File: config.mk
export PLATFORM = sky130hd
export DESIGN_NAME = space_to_tab_compressor
export DESIGN_NICKNAME = d
export VERILOG_FILES = /design/src/hw/rtl/stc_pkg.sv /design/src/hw/rtl/stc_flush_unit.sv /design/src/hw/rtl/space_to_tab_compressor.sv
export SDC_FILE = /design/constraint.sdc
export NUM_CORES = 1
export LEC_CHECK = 0
export BUFFER_PORTS_ARGS = -buffer_cell sky130_fd_sc_hd__buf_2
export CORE_ASPECT_RATIO = 0.7
export CORE_MARGIN = 2
export CORE_UTILIZATION = 53
export CTS_CLUSTER_DIAMETER = 200
export DETAILED_ROUTE_END_ITERATION = 16
export GPL_ROUTABILITY_DRIVEN = 0
export PLACE_DENSITY = 0.72
export SLEW_MARGIN = 40
export SYNTH_ARGS = -nofsm -noshare
export SYNTH_HDL_FRONTEND = slang
export SYNTH_SLANG_ARGS = --single-unit
File: constraint.sdc
create_clock -name clk_i -period 5.3 [get_ports clk_i]
set_clock_uncertainty 0.1 [all_clocks]
set_input_delay 0.795 -clock clk_i [delete_from_list [all_inputs] [get_ports clk_i]]
set_output_delay 0.795 -clock clk_i [all_outputs]
set_load 0.05 [all_outputs]
File: src/hw/rtl/stc_pkg.sv
// ----------------------------------------------------------------------------
// stc_pkg
// Shared types and character codes for the space-to-tab compressor.
// ----------------------------------------------------------------------------
package stc_pkg;

  // Width of the pending space count
  localparam int unsigned PendBits = 8;
  localparam int unsigned CharBits = 7;

  // Character codes
  localparam logic [CharBits-1:0] ChTab       = 7'd9;
  localparam logic [CharBits-1:0] ChNewline   = 7'd10;
  localparam logic [CharBits-1:0] ChBackspace = 7'o10;
  localparam logic [CharBits-1:0] ChEscape    = 7'o33;
  localparam logic [CharBits-1:0] ChSpace     = 7'd32;

  // Sequencer states
  typedef enum logic {
    S_IDLE,
    S_RUN
  } state_e;

  // One step of the flush unit
  typedef struct packed {
    logic                is_tab;
    logic [PendBits-1:0] pend_next;
  } flush_step_t;

endpackage

File: src/hw/rtl/stc_flush_unit.sv
// ----------------------------------------------------------------------------
// stc_flush_unit
// One flush step: decides tab or space for the next pending run and gives
// the pending count that remains after it.
// ----------------------------------------------------------------------------
module stc_flush_unit #(
  parameter int unsigned ColumnBits = 8
) (
  input  logic [ColumnBits-1:0]       column_i,
  input  logic [stc_pkg::PendBits-1:0] pending_i,
  output stc_pkg::flush_step_t        step_o
);
  import stc_pkg::*;

  localparam int unsigned CalcBits = (ColumnBits > PendBits) ? ColumnBits : PendBits;

  logic [CalcBits-1:0] col_w;
  logic [CalcBits-1:0] pend_w;
  logic [CalcBits-1:0] start_w;
  logic [CalcBits-1:0] stop_w;
  logic [CalcBits-1:0] rem_w;
  logic                is_tab;

  // Pending never exceeds the column, so start does not wrap
  always_comb begin
    col_w   = CalcBits'(column_i);
    pend_w  = CalcBits'(pending_i);
    start_w = col_w - pend_w;
    stop_w  = start_w | CalcBits'(3'b111);
    rem_w   = col_w - stop_w - CalcBits'(1);
    is_tab  = (pending_i > PendBits'(2)) && (col_w > stop_w);
  end

  // A tab jumps to the stop; otherwise one space is taken off
  always_comb begin
    step_o.is_tab    = is_tab;
    step_o.pend_next = is_tab ? rem_w[PendBits-1:0] : pending_i - PendBits'(1);
  end

endmodule

File: src/hw/rtl/space_to_tab_compressor.sv
// ----------------------------------------------------------------------------
// space_to_tab_compressor
// Holds back spaces and re-emits them as tabs (stops every 8) and spaces.
// ----------------------------------------------------------------------------
// A space item is taken and gives no result. Any other item is taken, moves
// the sequencer to its run state and then gives one result per cycle, while
// the output register is free, from a single flush step unit: first the tabs
// and spaces that replace the held-back run, then the character itself with
// last set. Backpressure on the result side holds the sequencer in the run
// state. In pass-through mode each item goes through the run state and its
// one result then sits in the output register. in_ready_o is high only between
// items; a finished result may still sit in the output register while the
// next item is taken.
module space_to_tab_compressor #(
  parameter int unsigned COLUMN_BITS = 8
) (
  input  logic                         clk_i,
  input  logic                         rst_ni,
  input  logic                         cfg_we_i,
  input  logic                         cfg_wdata_i,
  input  logic                         in_valid_i,
  output logic                         in_ready_o,
  input  logic [stc_pkg::CharBits-1:0] char_in_i,
  output logic                         out_valid_o,
  input  logic                         out_ready_i,
  output logic [stc_pkg::CharBits-1:0] char_out_o,
  output logic                         last_o
);
  import stc_pkg::*;

  localparam logic [COLUMN_BITS-1:0] ColMax  = '1;
  localparam logic [PendBits-1:0]    PendMax = '1;

  state_e               state_q, state_d;
  logic                 pass_through_q;
  logic [COLUMN_BITS-1:0] column_q, column_d;
  logic [PendBits-1:0]  pending_q, pending_d;
  logic [CharBits-1:0]  char_q, char_d;
  logic                 out_valid_q, out_valid_d;
  logic [CharBits-1:0]  char_out_q, char_out_d;
  logic                 last_q, last_d;

  logic                 in_fire;
  logic                 slot_free;
  logic                 emit_char;
  flush_step_t          step;

  assign in_ready_o  = (state_q == S_IDLE);
  assign in_fire     = in_valid_i && in_ready_o;
  assign slot_free   = !out_valid_q || out_ready_i;
  assign emit_char   = pass_through_q || (pending_q == '0);
  assign out_valid_o = out_valid_q;
  assign char_out_o  = char_out_q;
  assign last_o      = last_q;

  // Shared flush step
  stc_flush_unit #(
    .ColumnBits(COLUMN_BITS)
  ) u_flush (
    .column_i (column_q),
    .pending_i(pending_q),
    .step_o   (step)
  );

  // Next state
  always_comb begin
    state_d = state_q;
    case (state_q)
      S_IDLE: begin
        if (in_fire && (pass_through_q || char_in_i != ChSpace)) state_d = S_RUN;
      end
      S_RUN: begin
        if (slot_free && emit_char) state_d = S_IDLE;
      end
      default: state_d = S_IDLE;
    endcase
  end

  // Column, pending count and output register
  always_comb begin
    column_d    = column_q;
    pending_d   = pending_q;
    char_d      = char_q;
    out_valid_d = out_valid_q && !out_ready_i;
    char_out_d  = char_out_q;
    last_d      = last_q;
    case (state_q)
      S_IDLE: begin
        if (in_fire) begin
          char_d = char_in_i;
          if (!pass_through_q) begin
            case (char_in_i)
              ChSpace: begin
                if (column_q != ColMax) begin
                  column_d = column_q + COLUMN_BITS'(1);
                  if (pending_q != PendMax) pending_d = pending_q + PendBits'(1);
                end
              end
              ChNewline: begin
                column_d  = '0;
                pending_d = '0;
              end
              ChBackspace, ChEscape: begin
                if (column_q != '0) column_d = column_q - COLUMN_BITS'(1);
                if (pending_q != '0) pending_d = pending_q - PendBits'(1);
              end
              default: ;
            endcase
          end
        end
      end
      S_RUN: begin
        if (slot_free) begin
          out_valid_d = 1'b1;
          if (emit_char) begin
            // Final result: the character itself
            char_out_d = char_q;
            last_d     = 1'b1;
            if (!pass_through_q && char_q >= ChSpace && column_q != ColMax) begin
              column_d = column_q + COLUMN_BITS'(1);
            end
          end else begin
            char_out_d = step.is_tab ? ChTab : ChSpace;
            last_d     = 1'b0;
            pending_d  = step.pend_next;
          end
        end
      end
      default: ;
    endcase
  end

  // Control registers
  always_ff @(posedge clk_i or negedge rst_ni) begin
    if (!rst_ni) begin
      state_q        <= S_IDLE;
      pass_through_q <= 1'b0;
      column_q       <= '0;
      pending_q      <= '0;
      out_valid_q    <= 1'b0;
    end else begin
      state_q     <= state_d;
      column_q    <= column_d;
      pending_q   <= pending_d;
      out_valid_q <= out_valid_d;
      if (cfg_we_i) pass_through_q <= cfg_wdata_i;
    end
  end

  // Payload registers
  always_ff @(posedge clk_i) begin
    char_q     <= char_d;
    char_out_q <= char_out_d;
    last_q     <= last_d;
  end

  // Held-back spaces never outrun the column
  assert property (@(posedge clk_i) disable iff (!rst_ni)
    (32'(pending_q) <= 32'(column_q)))
    else $error("pending space count exceeds column");

  // A result without last means the item is still being worked on
  assert property (@(posedge clk_i) disable iff (!rst_ni)
    (out_valid_q && !last_q) |-> (state_q == S_RUN))
    else $error("non-final result while sequencer idle");

  // An item that gives results keeps the input closed in the next cycle
  assert property (@(posedge clk_i) disable iff (!rst_ni)
    (in_fire && (pass_through_q || char_in_i != ChSpace)) |=> !in_ready_o)
    else $error("input reopened before results were sent");

  // Pass-through leaves column and pending count alone
  assert property (@(posedge clk_i) disable iff (!rst_ni)
    (pass_through_q && state_q == S_RUN) |=> ($stable(column_q) && $stable(pending_q)))
    else $error("state changed in pass-through mode");

endmodule
==> impl_metrics.csv, run 1 <==
group,metric,value,unit
power,p_int,831.0,uW
clock_network,cts_buffer_depth,2,
yosys,syn_inst,288,
yosys,synth_top_family_by_area,"compound AO/OA/AOI/OAI gates",
yosys,avgSynthCellArea,9.110,um^2
route,drt_iter0_markers,283,
floorplan,die_w,88.10,um
clock_network,cts_sinks,34,
timing,tightest_slew,779.7,ps
route,drt-vias-per-instance,6.300,
timing,fin_ws,1213,ps
grt,antenna_found_initial,0,
yosys,synthMuxAreaShare,0.01621,
yosys,synthAdderAreaFrac,0.09347,
yosys,ys_types,60,
layout,antennaDiodeCount,0,
placed_design,pre_cts_slack,1286,ps
timing,finalSetupViolations,0,
yosys,synthArstFlopShare,0.5588,
grt,gr-usage-all-layers,0.2633,
power,ir_drop,0.0002513,V
clock_network,post_cts.repair.setup_buffers,0,
yosys,synth_edf_count,15,
yosys,ys_seq_area_frac,0.3529,
worst_setup_path,worstPathMaxFanout,11,
yosys,synth_area,0.002624,mm^2
placed_design,port_buffers,22,
clock_network,cts_buffers,5,
power,switching_share,0.4898,
layout,area_delta_synth_final,9.156,%
timing,max_freq,244.7,MHz
worst_hold_path,hp-class,"in2async",
layout,nets,339,
timing,rsz0062_at_grt,"no",
floorplan,die-area,0.005538,mm^2
clock_network,path_clk_slew,80,ps
worst_setup_path,crit_chain,"inv_1 -> ha_1 -> a21o_1 -> a21o_1 -> a211oi_1 -> o21ai_0 -> ha_1 -> o21a_1 -> a211oi_1 -> a311oi_1 -> buf_4 -> or3b_2 -> a31o_2 -> o22ai_1",
power,leakage,0.001139,uW
placed_design,hpwl,5039,um
timing,slew_violations,0,
yosys,syn_nets,320,
route,wl_per_cell,17.99,um
timing,slew_headroom,0.4779,
power,seqPwrFrac,0.286,
worst_setup_path,slowest_stage,"dfrtp_1",
clock_network,cts-root-buf,"clkbuf_8",
clock_network,clock_insertion_delay_worst_skew,300,ps
grt,grt_max_degree,22,
layout,drive_above_1_share,0.1234,
power,p_sw,797.7,uW
yosys,synth-xor-area-share,0.04673,
route,firstDrtPassIters,5,
power,p_per_area,568.7,mW/mm^2
timing,hold_viol,0,
yosys,synth_compound_area_frac,0.2461,
floorplan,start_util,0.5487,
yosys,yosysWarnings,0,
power,power_frac_comb,0.592,
worst_setup_path,cp.required,5410,ps
power,power.share.clock,0.122,
power,power.total,1629,uW
route,wl,6784,um
run_status,status,"completed",
grt,gr-total-overflow,0,
job,drv_cap,0,
worst_setup_path,cp-end-kind,"flip-flop",
yosys,synth-seq-cells,34,
timing,post-route-min-period,4087,ps
yosys,synthFlopType,"dfrtp_1",
grt,grt_pass1_wl,11120,um
worst_setup_path,start_kind,"flip-flop",
worst_setup_path,arrival,4200,ps
worst_setup_path,slowest_delay,520,ps
layout,n_fill_cell,413,
grt,grt_pass1_vias,2173,
route,drc,0,
route,vias,2375,
floorplan,ioPinCount,23,
floorplan,coreArea,0.004782,mm^2
timing,finalCritPeriodShare,0.7711,
yosys,yosys.area_share.simple,0.1984,
clock_network,cts_resized,0,
clock_network,ctsHoldBuffers,0,
clock_network,htree_num_levels,2,
route,detail-route-antenna-nets,0,
timing,setup_tns,0,ps
clock_network,cts_tree,"built",
floorplan,dieHeight,62.87,um
worst_setup_path,crit_type,"reg2reg",
floorplan,num_rows,21,
cell usage after synthesis, types with 4 or more instances:
library cell  instances  area [um^2]
nor2_1               20        75.07
o31ai_1              12        90.09
a221oi_1              4        35.03
clkbuf_1              9        33.78
nand3_1              11        55.05
ha_1                 18        225.2
nand4_1               4        25.02
nand2_1              16        60.06
a21oi_1              11        55.05
nand2b_1              4        25.02
edfxtp_1             15        450.4
o21ai_0              11        55.05
inv_1                16        60.06
a31oi_1               4        25.02
and2_1                8        50.05
and3_1                5        31.28
xor2_1                4        35.03
nor3_1               13        65.06
a211oi_1              6        45.04
dfrtp_1              19        475.5
o22ai_1               8        50.05
xnor2_1              10        87.58
critical path: cells and delay by family (launching register included):
| kind | cells | cell delay, ps |
|---|---|---|
| simple gates | 1 | 450 |
| buf+inv | 2 | 360 |
| flops | 1 | 520 |
| compound gates | 9 | 1920 |
| fa+ha+maj | 2 | 650 |
placed cells by master, fill, tap and decap left out, drive strengths merged, types with 5 or more instances in the layout:
cell,n
a211oi,7
a21oi,11
and2,8
and3,5
buf,24
clkbuf,6
dfrtp,19
edfxtp,15
ha,18
inv,16
nand2,16
nand3,11
nor2,20
nor3,13
o21ai,13
o22ai,8
o31ai,12
xnor2,10
routing by layer:
metal | vias to the layer above | wire (um) | GRT usage | share of wire
met5 | - | 0 | 0 | 0
met4 | 0 | 67 | 0.07008 | 0.0099
met3 | 10 | 616 | 0.05680 | 0.091
met2 | 110 | 2868 | 0.3542 | 0.42
met1 | 1118 | 3233 | 0.4196 | 0.48
li1 | 1137 | - | - | -
final timing paths:
check,start,endpoint,slack [ps],cells after the start
setup reg to reg,pending_q[1]$_DFFE_PN0P_,pending_q[2]$_DFFE_PN0P_,1210,14
max in group asynchronous,rst_ni,pending_q[0]$_DFFE_PN0P_,4430,1
hold / removal,rst_ni,pending_q[3]$_DFFE_PN0P_,350,1
hold reg to reg,out_valid_o$_DFF_PN0_,out_valid_o$_DFF_PN0_,420,2
min in group clk_i,out_valid_o$_DFF_PN0_,out_valid_o$_DFF_PN0_,420,2
setup / recovery,pending_q[1]$_DFFE_PN0P_,pending_q[2]$_DFFE_PN0P_,1210,14
area by class of cell:
cell class              instances  area, um^2  share of cell area
inverters                      17       63.81             0.02228
multi-input cells             225        1577              0.5505
flip-flops and latches         34       925.9              0.3233
clock buffers                   6       72.57             0.02534
clock inverters                 2       13.76            0.004806
well taps                      69       86.33             0.03014
repair buffers                 24       125.1             0.04369
stage by stage:
stage / util / hold WS (ps) / cells / area (um^2)
after detailed placement: 0.5808 / 403.2 / 369 / 2778
after global routing: 0.5989 / 374.2 / 377 / 2864
after global placement: 0.5808 / 398.5 / 369 / 2778
after CTS: 0.5989 / 353.2 / 377 / 2864
final: 0.5989 / 347.6 / 377 / 2864
after floorplan: - / 392.4 / 288 / 2624
kinds of logic after synthesis:
| kind of cell | count (synthesis) |
|---|---|
| adders and majority gates | 19 |
| DFF | 34 |
| muxes | 4 |
| AOI/OAI and AO/OA | 89 |
| and+or+nand+nor | 99 |
| buffers and inverters | 29 |
| xor gates and xnor gates | 14 |
power by group through the flow:
stage	Sequential (uW)	Clock (uW)	Combinational, uW
after floorplan	449	0	737
after global placement	461	0	921
after detailed placement	465	0	946
after CTS	460	200	949
after global routing	478	209	1060
final	466	199	964
flip-flops by register name (all words and copies together), names as in the netlist:
name            count
char_q              7
column_q            8
last_o              1
pending_q           8
state_q             1
pass_through_q      1
out_valid_o         1
char_out_o          7
(Power assumes the default switching activity.)
==> inputs of run 2 (changes only) <==
==> constraint.sdc (replaced) <==
create_clock -name clk_i -period 4.1 [get_ports clk_i]
set_clock_uncertainty 0.1 [all_clocks]
set_input_delay 0.615 -clock clk_i [delete_from_list [all_inputs] [get_ports clk_i]]
set_output_delay 0.615 -clock clk_i [all_outputs]
set_load 0.05 [all_outputs]
==> impl_metrics.csv, run 2 (synthesis gave the netlist of run 1 again) <==
group,metric,value,unit
clock_network,clock_insertion_delay_worst_skew,290,ps
route,drc,0,
power,seqPwrFrac,0.244,
grt,antenna_found_initial,0,
worst_setup_path,arrival,3920,ps
worst_setup_path,path_buf_inv,1,
power,power.share.clock,0.116,
placed_design,port_buffers,22,
worst_hold_path,hp-class,"in2async",
floorplan,die_w,88.10,um
power,ir_drop,0.0004058,V
timing,tightest_slew,658.0,ps
timing,slew_violations,0,
clock_network,cts_buffer_depth,2,
worst_setup_path,cp-end-kind,"flip-flop",
clock_network,cts-root-buf,"clkbuf_8",
route,drt-vias-per-instance,6.370,
timing,slew_headroom,0.5580,
layout,multi_input_area,0.001583,mm^2
layout,area_delta_synth_final,11.87,%
grt,gr-usage-all-layers,0.2761,
layout,n_fill_cell,447,
power,p_int,1116,uW
floorplan,die-area,0.005538,mm^2
power,power_frac_comb,0.641,
timing,setup_tns,0,ps
floorplan,ioPinCount,23,
timing,rsz0062_at_grt,"no",
power,power.total,2147,uW
clock_network,path_clk_slew,80,ps
route,detail-route-antenna-nets,0,
clock_network,htree_num_levels,2,
grt,grt_max_degree,21,
power,leakage,0.001176,uW
timing,holdWs,178.2,ps
clock_network,cts_resized,0,
run_status,status,"completed",
worst_setup_path,crit_chain,"ha_1 -> a21o_1 -> a21o_1 -> a211oi_1 -> o21ai_0 -> ha_1 -> o21a_1 -> a211oi_1 -> a311oi_1 -> buf_4 -> or3b_2 -> a31o_2 -> o22ai_1",
clock_network,post_cts.repair.setup_buffers,0,
floorplan,coreArea,0.004782,mm^2
timing,post-route-min-period,3808,ps
floorplan,num_rows,21,
worst_setup_path,worstPathMaxFanout,11,
timing,finalSetupViolations,0,
placed_design,hpwl,5409,um
timing,max_freq,262.6,MHz
layout,antennaDiodeCount,0,
worst_setup_path,cp.required,4210,ps
layout,largest_registers,"column_q: 8 flops, pending_q: 8 flops",
route,vias,2459,
floorplan,dieHeight,62.87,um
worst_setup_path,slowest_stage,"or3b_2",
clock_network,cts_buffers,5,
grt,gr-total-overflow,0,
layout,layout_commonest_cell,"buf_2",
clock_network,cts_tree,"built",
route,firstDrtPassIters,5,
layout,fin_util,0.6138,
job,drv_cap,0,
worst_setup_path,crit_type,"reg2reg",
clock_network,cts_sinks,34,
timing,finalCritPeriodShare,0.9287,
route,wl,7091,um
route,drt_iter0_markers,218,
power,p_per_area,731.6,mW/mm^2
worst_setup_path,cpLargestDelayFamily,"compound AO/OA/AOI/OAI gates",
power,switching_share,0.4801,
worst_setup_path,start_kind,"flip-flop",
grt,grt_pass1_vias,2258,
worst_setup_path,slowest_delay,440,ps
layout,nets,348,
grt,grt_pass1_wl,11700,um
clock_network,ctsHoldBuffers,0,
layout,drive_above_1_share,0.1483,
route,wl_per_cell,18.37,um
timing,hold_viol,0,
layout,area.sequential,925.9,um^2
layout,layout_common_cells,"buf_2, nor2_1, dfrtp_1",
power,p_sw,1031,uW
floorplan,start_util,0.5487,
[run 2: worst register-to-register path, delay by kind of cell (launching register included)]
| kind | cells | cell delay, ps |
|---|---|---|
| compound gates | 9 | 1880 |
| fa+ha+maj | 2 | 680 |
| buf+inv | 1 | 210 |
| flops | 1 | 420 |
| simple gates | 1 | 450 |
[run 2: per-layer routing]
| layer | part of all wire | track usage | wire length (um) |
|---|---|---|---|
| met3 | 0.097 | 0.07133 | 687 |
| met4 | 0.0075 | 0.05492 | 53 |
| met1 | 0.48 | 0.4402 | 3397 |
| met2 | 0.42 | 0.3722 | 2953 |
| met5 | 0 | 0 | 0 |
[run 2: final timing paths]
kind / start / end / slack, ps / depth (start not counted)
worst max-delay path: column_q[1]$_DFFE_PN0P_ / pending_q[2]$_DFFE_PN0P_ / 290 / 13
worst min-delay path: rst_ni / pending_q[2]$_DFFE_PN0P_ / 180 / 1
worst max register to register: column_q[1]$_DFFE_PN0P_ / pending_q[2]$_DFFE_PN0P_ / 290 / 13
worst min register to register: out_valid_o$_DFF_PN0_ / out_valid_o$_DFF_PN0_ / 420 / 2
max in group asynchronous: rst_ni / column_q[7]$_DFFE_PN0P_ / 3390 / 1
min in group clk_i: out_valid_o$_DFF_PN0_ / out_valid_o$_DFF_PN0_ / 420 / 2
[run 2: layout make-up]
class | instances | share of cell area
well taps | 69 | 0.02941
inverters | 17 | 0.02174
clock buffers | 7 | 0.02600
multi-input cells | 225 | 0.5392
repair buffers | 33 | 0.06564
clock inverters | 1 | 0.002558
flip-flops and latches | 34 | 0.3154
[run 2: power by group through the flow]
stage               Sequential [uW]  Combinational (uW)  Clock [uW]
finish                          523                1380         248
global route                    536                1530         268
CTS                             521                1350         252
detailed placement              528                1340           0
global placement                525                1310           0
floorplan                       580                 952           0
[run 2: stage by stage]
step | cell area [um^2] | instances | setup slack [ps]
2_1_floorplan | 2624 | 288 | 426.9
3_3_place_gp | 2845 | 378 | 410.6
3_5_place_dp | 2845 | 378 | 336.3
4_1_cts | 2929 | 386 | 298.3
5_1_grt | 2935 | 386 | 39.82
6_report | 2935 | 386 | 292.4
==> inputs of run 3 (changes only) <==
--- a/config.mk
+++ b/config.mk
@@ -8,11 +8,11 @@
 export BUFFER_PORTS_ARGS = -buffer_cell sky130_fd_sc_hd__buf_2
 export CORE_ASPECT_RATIO = 0.7
 export CORE_MARGIN = 2
-export CORE_UTILIZATION = 53
+export CORE_UTILIZATION = 40
 export CTS_CLUSTER_DIAMETER = 200
+export CTS_CLUSTER_SIZE = 12
 export DETAILED_ROUTE_END_ITERATION = 16
 export GPL_ROUTABILITY_DRIVEN = 0
-export PLACE_DENSITY = 0.72
 export SLEW_MARGIN = 40
 export SYNTH_ARGS = -nofsm -noshare
 export SYNTH_HDL_FRONTEND = slang
==> constraint.sdc (replaced) <==
create_clock -name clk_i -period 4.5 [get_ports clk_i]
set_clock_uncertainty 0.1 [all_clocks]
set_input_delay 0.675 -clock clk_i [delete_from_list [all_inputs] [get_ports clk_i]]
set_output_delay 0.675 -clock clk_i [all_outputs]
set_load 0.05 [all_outputs]
==> impl_metrics.csv, run 3 (synthesis gave the netlist of run 1 again) <==
group,metric,value,unit
layout,area_delta_synth_final,10.35,%
worst_setup_path,arrival,4190,ps
power,ir_drop,0.0002644,V
floorplan,ioPinCount,23,
timing,tightest_slew,720.0,ps
timing,post-route-min-period,4082,ps
grt,antenna_found_initial,0,
clock_network,htree_num_levels,2,
grt,gr-usage-all-layers,0.1993,
route,firstDrtPassIters,4,
clock_network,cts_resized,0,
route,detail-route-antenna-nets,0,
route,wl,6739,um
clock_network,cts_buffer_depth,2,
timing,finalCritPeriodShare,0.9071,
timing,slew_headroom,0.5179,
floorplan,dieHeight,71.76,um
timing,setup_tns,0,ps
worst_setup_path,crit_type,"reg2reg",
timing,fin_ws,418.1,ps
power,leakage,0.001147,uW
floorplan,start_util,0.4181,
timing,hold_viol,0,
route,drt-vias-per-instance,5.956,
layout,layout_commonest_cell,"buf_2",
clock_network,ctsHoldBuffers,0,
clock_network,cts_buffers,5,
worst_setup_path,cp-end-kind,"flip-flop",
timing,finalSetupViolations,0,
layout,largest_registers,"column_q: 8 flops, pending_q: 8 flops",
grt,grt_max_degree,22,
placed_design,pre_cts_slack,500.9,ps
timing,holdWs,229.3,ps
route,vias,2317,
route,drt_iter0_markers,186,
layout,nets,342,
layout,drive_above_1_share,0.1286,
clock_network,cts_tree,"built",
clock_network,post_cts.repair.setup_buffers,0,
worst_setup_path,start_kind,"flip-flop",
clock_network,cts-root-buf,"clkbuf_8",
grt,gr-total-overflow,0,
floorplan,die-area,0.007233,mm^2
layout,n_fill_cell,586,
route,wl_per_cell,17.32,um
layout,antennaDiodeCount,0,
floorplan,die_w,100.8,um
worst_hold_path,hp-class,"in2async",
worst_setup_path,reg2reg_depth,15,
layout,multi_input_area,0.001577,mm^2
grt,grt_pass1_vias,2065,
timing,rsz0062_at_grt,"no",
run_status,status,"completed",
clock_network,clock_insertion_delay_worst_skew,290,ps
timing,max_freq,245.0,MHz
grt,grt_pass1_wl,11140,um
route,drc,0,
floorplan,num_rows,24,
job,drv_cap,0,
placed_design,hpwl,5159,um
worst_setup_path,worstPathMaxFanout,11,
placed_design,port_buffers,22,
worst_setup_path,cp.required,4610,ps
layout,layout_common_cells,"buf_2, nor2_1, dfrtp_1",
layout,area.sequential,925.9,um^2
timing,slew_violations,0,
power,p_per_area,660.1,mW/mm^2
floorplan,coreArea,0.006276,mm^2
layout,fin_util,0.4613,
clock_network,cts_sinks,34,
clock_network,path_clk_slew,80,ps
-- run 3: power by group --
part / switching, uW / internal (uW)
clock: 123 / 110
combinational: 695 / 475
sequential: 102 / 408
total: 919 / 992
-- run 3: metrics by stage --
step / instance area [um^2] / total power, uW / cells
finish: 2895 / 1911 / 389
global route: 2895 / 2077 / 389
CTS: 2895 / 1902 / 389
detailed placement: 2811 / 1665 / 381
global placement: 2811 / 1662 / 381
floorplan: 2624 / 1396 / 288
-- run 3: area by class of cell --
cell class	count	area share
inverters	17	0.02204
repair buffers	27	0.05099
well taps	78	0.03371
multi-input cells	225	0.5445
flip-flops and latches	34	0.3198
clock buffers	7	0.02636
clock inverters	1	0.002593
-- run 3: critical path, stage by stage (launching register included) --
cell and delay (ps):
dfrtp_1 500, inv_1 130, ha_1 290, a21o_1 150
a21o_1 210, a211oi_1 460, o21bai_1 170, xnor2_1 150
ha_1 320, o21a_1 150, a211oi_1 260, a311oi_1 70
buf_4 210, or3b_2 440, a31o_2 250, o22ai_1 130
-- run 3: routing by layer --
metal  global-route usage  up-vias  share of wire
li1                     -     1144              -
met1               0.3427     1101           0.54
met2               0.2519       68           0.39
met3              0.03512        4          0.058
met4              0.03196        0         0.0043
met5                    0        -              0
-- run 3: worst paths after layout --
check                                          from                         end  slack, ps
max                        pending_q[1]$_DFFE_PN0P_    pending_q[2]$_DFFE_PN0P_        420
min in group clk_i            out_valid_o$_DFF_PN0_       out_valid_o$_DFF_PN0_        410
max in group asynchronous                    rst_ni  pass_through_q$_DFFE_PN0P_       3740
max reg2reg                pending_q[1]$_DFFE_PN0P_    pending_q[2]$_DFFE_PN0P_        420
min reg2reg                   out_valid_o$_DFF_PN0_       out_valid_o$_DFF_PN0_        410
min                                          rst_ni    pending_q[4]$_DFFE_PN0P_        230
